--- src/design/pfde_pkg.sv ---
`timescale 1ns / 1ps

package pfde_pkg;

  // Screen geometry
  localparam int SCREEN_WIDTH  = 128;
  localparam int SCREEN_HEIGHT = 64;
  localparam int PAGE_COUNT    = (SCREEN_HEIGHT + 7) / 8;
  localparam int STORE_BYTES   = SCREEN_WIDTH * PAGE_COUNT;

  localparam int COL_W  = $clog2(SCREEN_WIDTH);
  localparam int PAGE_W = (PAGE_COUNT > 1) ? $clog2(PAGE_COUNT) : 1;
  localparam int ADDR_W = $clog2(STORE_BYTES);

  // Unclipped span coordinates: column sums reach x + w + 1, row sums y + h
  localparam int RC_W = 10;
  localparam int RR_W = 8;

  typedef enum logic [2:0] {
    OP_PIXEL = 3'd0,
    OP_HLINE = 3'd1,
    OP_VLINE = 3'd2,
    OP_RECT  = 3'd3,
    OP_FILL  = 3'd4,
    OP_CLEAR = 3'd5,
    OP_READ  = 3'd6
  } op_t;

  typedef enum logic [2:0] {
    ST_IDLE,
    ST_SPAN,
    ST_WAIT,
    ST_READ,
    ST_FETCH,
    ST_DONE
  } ctl_state_t;

  typedef enum logic [1:0] {
    WK_IDLE,
    WK_READ,
    WK_WRITE
  } walk_state_t;

  // Clipped, non-empty block of bytes: columns c0..c1, pages p0..p1,
  // first row bit lo in page p0, last row bit hi in page p1
  typedef struct packed {
    logic [COL_W-1:0]  c0;
    logic [COL_W-1:0]  c1;
    logic [PAGE_W-1:0] p0;
    logic [PAGE_W-1:0] p1;
    logic [2:0]        lo;
    logic [2:0]        hi;
    logic              colour;
    logic              full;
  } span_t;

  typedef struct packed {
    logic              we;
    logic [ADDR_W-1:0] addr;
    logic [7:0]        wdata;
  } mem_req_t;

  function automatic logic [ADDR_W-1:0] byte_addr(input logic [COL_W-1:0]  col,
                                                  input logic [PAGE_W-1:0] page);
    return ADDR_W'(col) + ADDR_W'(ADDR_W'(page) * ADDR_W'(SCREEN_WIDTH));
  endfunction

endpackage

--- src/design/pfde_walker.sv ---
`timescale 1ns / 1ps

module pfde_walker
  import pfde_pkg::*;
(
  input  logic       clk,
  input  logic       rst,
  input  logic       start,
  input  span_t      span,
  input  logic [7:0] rdata,
  output mem_req_t   req,
  output logic       done
);

  walk_state_t       state, state_next;
  span_t             sp;
  logic [COL_W-1:0]  col;
  logic [PAGE_W-1:0] page;
  logic [2:0]        lo_e, hi_e;
  logic [7:0]        mask;
  logic              last_col, last_page;

  // Row bits of the current page covered by the span
  always_comb begin
    lo_e = (page == sp.p0) ? sp.lo : 3'd0;
    hi_e = (page == sp.p1) ? sp.hi : 3'd7;
    mask = sp.full ? 8'hFF : ((8'hFF << lo_e) & (8'hFF >> (3'd7 - hi_e)));
  end

  assign last_col  = (col == sp.c1);
  assign last_page = (page == sp.p1);

  // Read the byte, then write it back with the mask applied
  always_comb begin
    req.we    = (state == WK_WRITE);
    req.addr  = byte_addr(col, page);
    req.wdata = sp.colour ? (rdata | mask) : (rdata & ~mask);
  end

  always_comb begin
    state_next = state;
    done       = 1'b0;
    unique case (state)
      WK_IDLE: begin
        if (start) begin
          state_next = WK_READ;
        end
      end
      WK_READ: begin
        state_next = WK_WRITE;
      end
      WK_WRITE: begin
        if (last_col && last_page) begin
          state_next = WK_IDLE;
          done       = 1'b1;
        end else begin
          state_next = WK_READ;
        end
      end
      default: state_next = WK_IDLE;
    endcase
  end

  always_ff @(posedge clk) begin
    if (rst) begin
      state <= WK_IDLE;
    end else begin
      state <= state_next;
    end
  end

  // Advance column first, then page
  always_ff @(posedge clk) begin
    if (state == WK_IDLE && start) begin
      sp   <= span;
      col  <= span.c0;
      page <= span.p0;
    end else if (state == WK_WRITE) begin
      if (last_col) begin
        col  <= sp.c0;
        page <= page + PAGE_W'(1);
      end else begin
        col <= col + COL_W'(1);
      end
    end
  end

endmodule
--- config.mk ---
export PLATFORM = sky130hd
export DESIGN_NAME = pfde_walker
export DESIGN_NICKNAME = d
export VERILOG_FILES = /design/src/design/pfde_pkg.sv /design/src/design/pfde_walker.sv
export SDC_FILE = /design/constraint.sdc
export NUM_CORES = 1
export LEC_CHECK = 0
export BUFFER_PORTS_ARGS = -buffer_cell sky130_fd_sc_hd__clkbuf_2
export CAP_MARGIN = 20
export CORE_UTILIZATION = 40
export CTS_CLUSTER_DIAMETER = 120
export DETAILED_ROUTE_END_ITERATION = 6
export PLACE_DENSITY_LB_ADDON = 0.12
export SLEW_MARGIN = 20
export SYNTH_ARGS = -nofsm -noshare
export SYNTH_HDL_FRONTEND = slang
export SYNTH_SLANG_ARGS = --single-unit
--- constraint.sdc ---
create_clock -name clk -period 2 [get_ports clk]
set_input_delay 0.3 -clock clk [delete_from_list [all_inputs] [get_ports clk]]
set_output_delay 0.3 -clock clk [all_outputs]
set_load 0.02 [all_outputs]
==> summary.txt <==
CTS tree = done
Slew @ Worst Pin = 0.4413 ns
Vias = 1639
Final min period = 2.244 ns
Post-synth EDFFs = 38
First-pass GRT wire length = 7797 um
CP Capture Point = req[4]
Synth cell types = 42
Pint = 1.577 mW
Startpoint types = flip-flop
P_sw = 661.9 uW
DP HPWL = 3584 um
Synth warn = 0
Cell Count, Final, Fillers Out = 315
Crit-path max FO = 6
Crit Path Category = reg2out
Syn avg cell area = 12.97 um2
DRT iter0 DRCs = 73
Skew-Pair Late Insertion Delay = 0.29 ns
H-tree depth = 2
Logic pwr share = 29.1%
Max-Cap Viols = 0
Worst EP arrival = 1.94 ns
Leakage power = 1.158 nW
DR vias/cell = 5.203
Post-synth top area share = 56.02%
WL final = 4858 um
Synth Flop Type = edfxtp_1
Drt pass-1 iters = 4
Achievable Freq = 445.6 MHz
Num CTS Buffers = 5
CTS clk-pin slew, worst paths = 0.07 ns
# fillers = 459
Outcome = finished with violations
Final Hold Fails = 0
CP Data Required Time = 1.70 ns
Die span in x = 73.36 um
Failing checks = negative setup slack
Final setup skew = 0.003647 ns
HP Class = in2reg
Cell taking the most area after synthesis = edfxtp_1
Tcrit/Tclk final = 112.2%
Fin worst setup slack = -0.2440 ns
Seq/Total Area, Yosys = 57.99%
# rows = 25
Largest net degree at the start of global routing = 21
ANT nets after route = 0
Area Growth Syn to Fin = 40.91%
Max-slew headroom = 70.58%
Root buffer cell = clkbuf_8
Max VDD drop = 0.4626 mV
I/O Pins = 59
# DRC = 0
GRT Total Usage = 19.73%
Post-Syn Nets = 198
Pre-CTS setup slack = -0.003342 ns
Placed Instances = 298
Core footprint = 4817 um2
Share of power burned in registers = 48.5%
Final Cell Area = 2870 um2
Seq cells post-synth = 40
Initial Utilization = 42.29%
I/O Buffers = 58
Hold_buf cts = 0
Ys async rst share = 0%
Final setup viols = 8
Initial antenna violation count = 0
Die area = 5382 um2
Chip height = 73.36 um
Clk buf depth = 2
Vias in the first global route = 1659
Layout cells sized above 1 = 50.81%
Clock Sinks = 40
R2r endpoint = col[3]
Nets = 288
DR WL/cell = 15.42 um
# diodes = 0
Synth top area cells = edfxtp_1 56%, xnor2_1 5.2%, xnor2_2 4.0%
Worst Setup SP = page[1]
Reg2reg path depth = 5
Tot Pwr = 2.239 mW
Final core area utilization = 59.58%
GPL Wtd Cong = 0.8164
GRT overflow = 0
Net Sw Frac = 29.57%
Mapped Area = 2037 um2
PwrDens = 779.9 nW/um2
Worst setup EP type = primary output
DP Area = 2541 um2
Worst reg2reg path startpoint = col[5]
R2r setup slk = 0.18 ns
RSZ-0062 raised after global routing = yes
Post-Synthesis Cells = 157
Slew Limit Fails = 0
Share of power burned in the clock network = 22.5%
## layout by cell type (no fill, tap or decap), types with 2 or more instances in the layout
cell      synthesis  layout
a211oi_1          2       2
a21oi_1          10       5
a21oi_2           0       5
a31oi_1           2       2
and3_1            3       2
buf_4             1      29
buf_6             1       3
buf_8             0       3
clkbuf_2          0      50
clkbuf_8          0       6
clkinv_2          1       3
dfxtp_1           2       2
edfxtp_1         38      38
ha_1              2       2
mux2_1            3       2
mux2_4            0       6
nand2_1          11      11
nand2b_1          3       3
nand3_1           3       3
nand3_2           2       2
nand4_1           8       8
nand4b_1          3       3
nor2_1            6       6
nor3_1            7       5
nor3_2            0       2
nor4_1            3       3
o21ai_0           4       4
o41ai_1           2       2
xnor2_1          12       6
xnor2_2           5       9
xnor2_4           0       2
xor2_1            2       2
## worst max-delay path, stage by stage (launching register included)
cell,delay [ns]
edfxtp_1,0.48
xnor2_2,0.23
buf_4,0.17
nand4b_1,0.11
a21oi_1,0.19
mux2_4,0.32
clkbuf_8,0.15
## area by class of cell
cell class,instances,area [um2],share of cell area [%]
Multi-Input combinational cell,111,948.4,33.04
Sequential cell,40,1181,41.15
Clock inverter,3,13.76,0.4795
Clock buffer,5,68.82,2.398
Timing Repair Buffer,87,565.5,19.70
Inverter,2,8.758,0.3051
Tap cell,67,83.83,2.921
## metal layers
metal / global-route usage (%) / share of wire [%] / routed length [um] / up-vias
met1: 21.73 / 40 / 1948 / 792
li1: - / - / - / 795
met4: 7.692 / 1.8 / 87 / 0
met2: 36.73 / 55 / 2680 / 43
met3: 4.390 / 2.9 / 141 / 9
met5: 0 / 0 / 0 / -
## power groups by stage
stage / sequential (mW) / clock, mW / combinational [mW]
finish: 1.08 / 0.503 / 0.651
global route: 1.09 / 0.554 / 0.710
CTS: 1.09 / 0.532 / 0.586
detailed placement: 1.10 / 0 / 0.541
global placement: 1.09 / 0 / 0.531
floorplan: 1.12 / 0 / 0.294
## cell usage after synthesis, drive strengths merged, types with 3 or more instances
cell / number
nand4: 9
o21ai: 4
nand4b: 3
nor3: 7
nor2: 6
nand3: 5
nor4: 3
edfxtp: 38
mux2: 8
nand2: 11
and3: 3
xnor2: 17
a21oi: 10
nand2b: 3
buf: 3
## logic make-up (layout without fill, tap and decap cells)
logic type	count (synthesis)	count (layout)	share of synthesized area, %
muxes	8	8	4.422
xor gates and xnor gates	19	19	10.01
AOI/OAI and AO/OA	28	28	9.276
buffers and inverters	6	97	1.781
adders and majority gates	2	2	1.228
and+or+nand+nor	54	54	15.30
DFF	40	40	57.99
## how the worst min path moves through the flow
| stage | end | depth (start not counted) | slack, ns | startpoint |
|---|---|---|---|---|
| floorplan | state[0] | 1 | 0.37 | rst |
| global placement | state[1] | 1 | 0.42 | state[1] |
| detailed placement | state[1] | 1 | 0.44 | state[1] |
| CTS | state[0] | 2 | 0.17 | rst |
| global route | sp[19] | 1 | 0.17 | span[19] |
| finish | state[0] | 2 | 0.18 | rst |
## stage by stage
| step | setup TNS (ns) | hold slack [ns] |
|---|---|---|
| after floorplan | -0.01579 | 0.3691 |
| after global placement | 0 | 0.4226 |
| after detailed placement | -0.003342 | 0.4399 |
| after CTS | -2.151 | 0.1675 |
| after global routing | -2.685 | 0.1675 |
| final | -1.816 | 0.1829 |
## state kept, by name, indices dropped and copies added, names as in the netlist
register / cells
state: 2
page: 3
sp: 28
col: 7
## timing repair
item | in CTS | in global routing
gates resized for setup | 23 | 22
pin swaps | 8 | 13
setup buffers | 2 | 7
setup endpoints to repair | 9 | 9
Power figures use the tool's default switching activity.
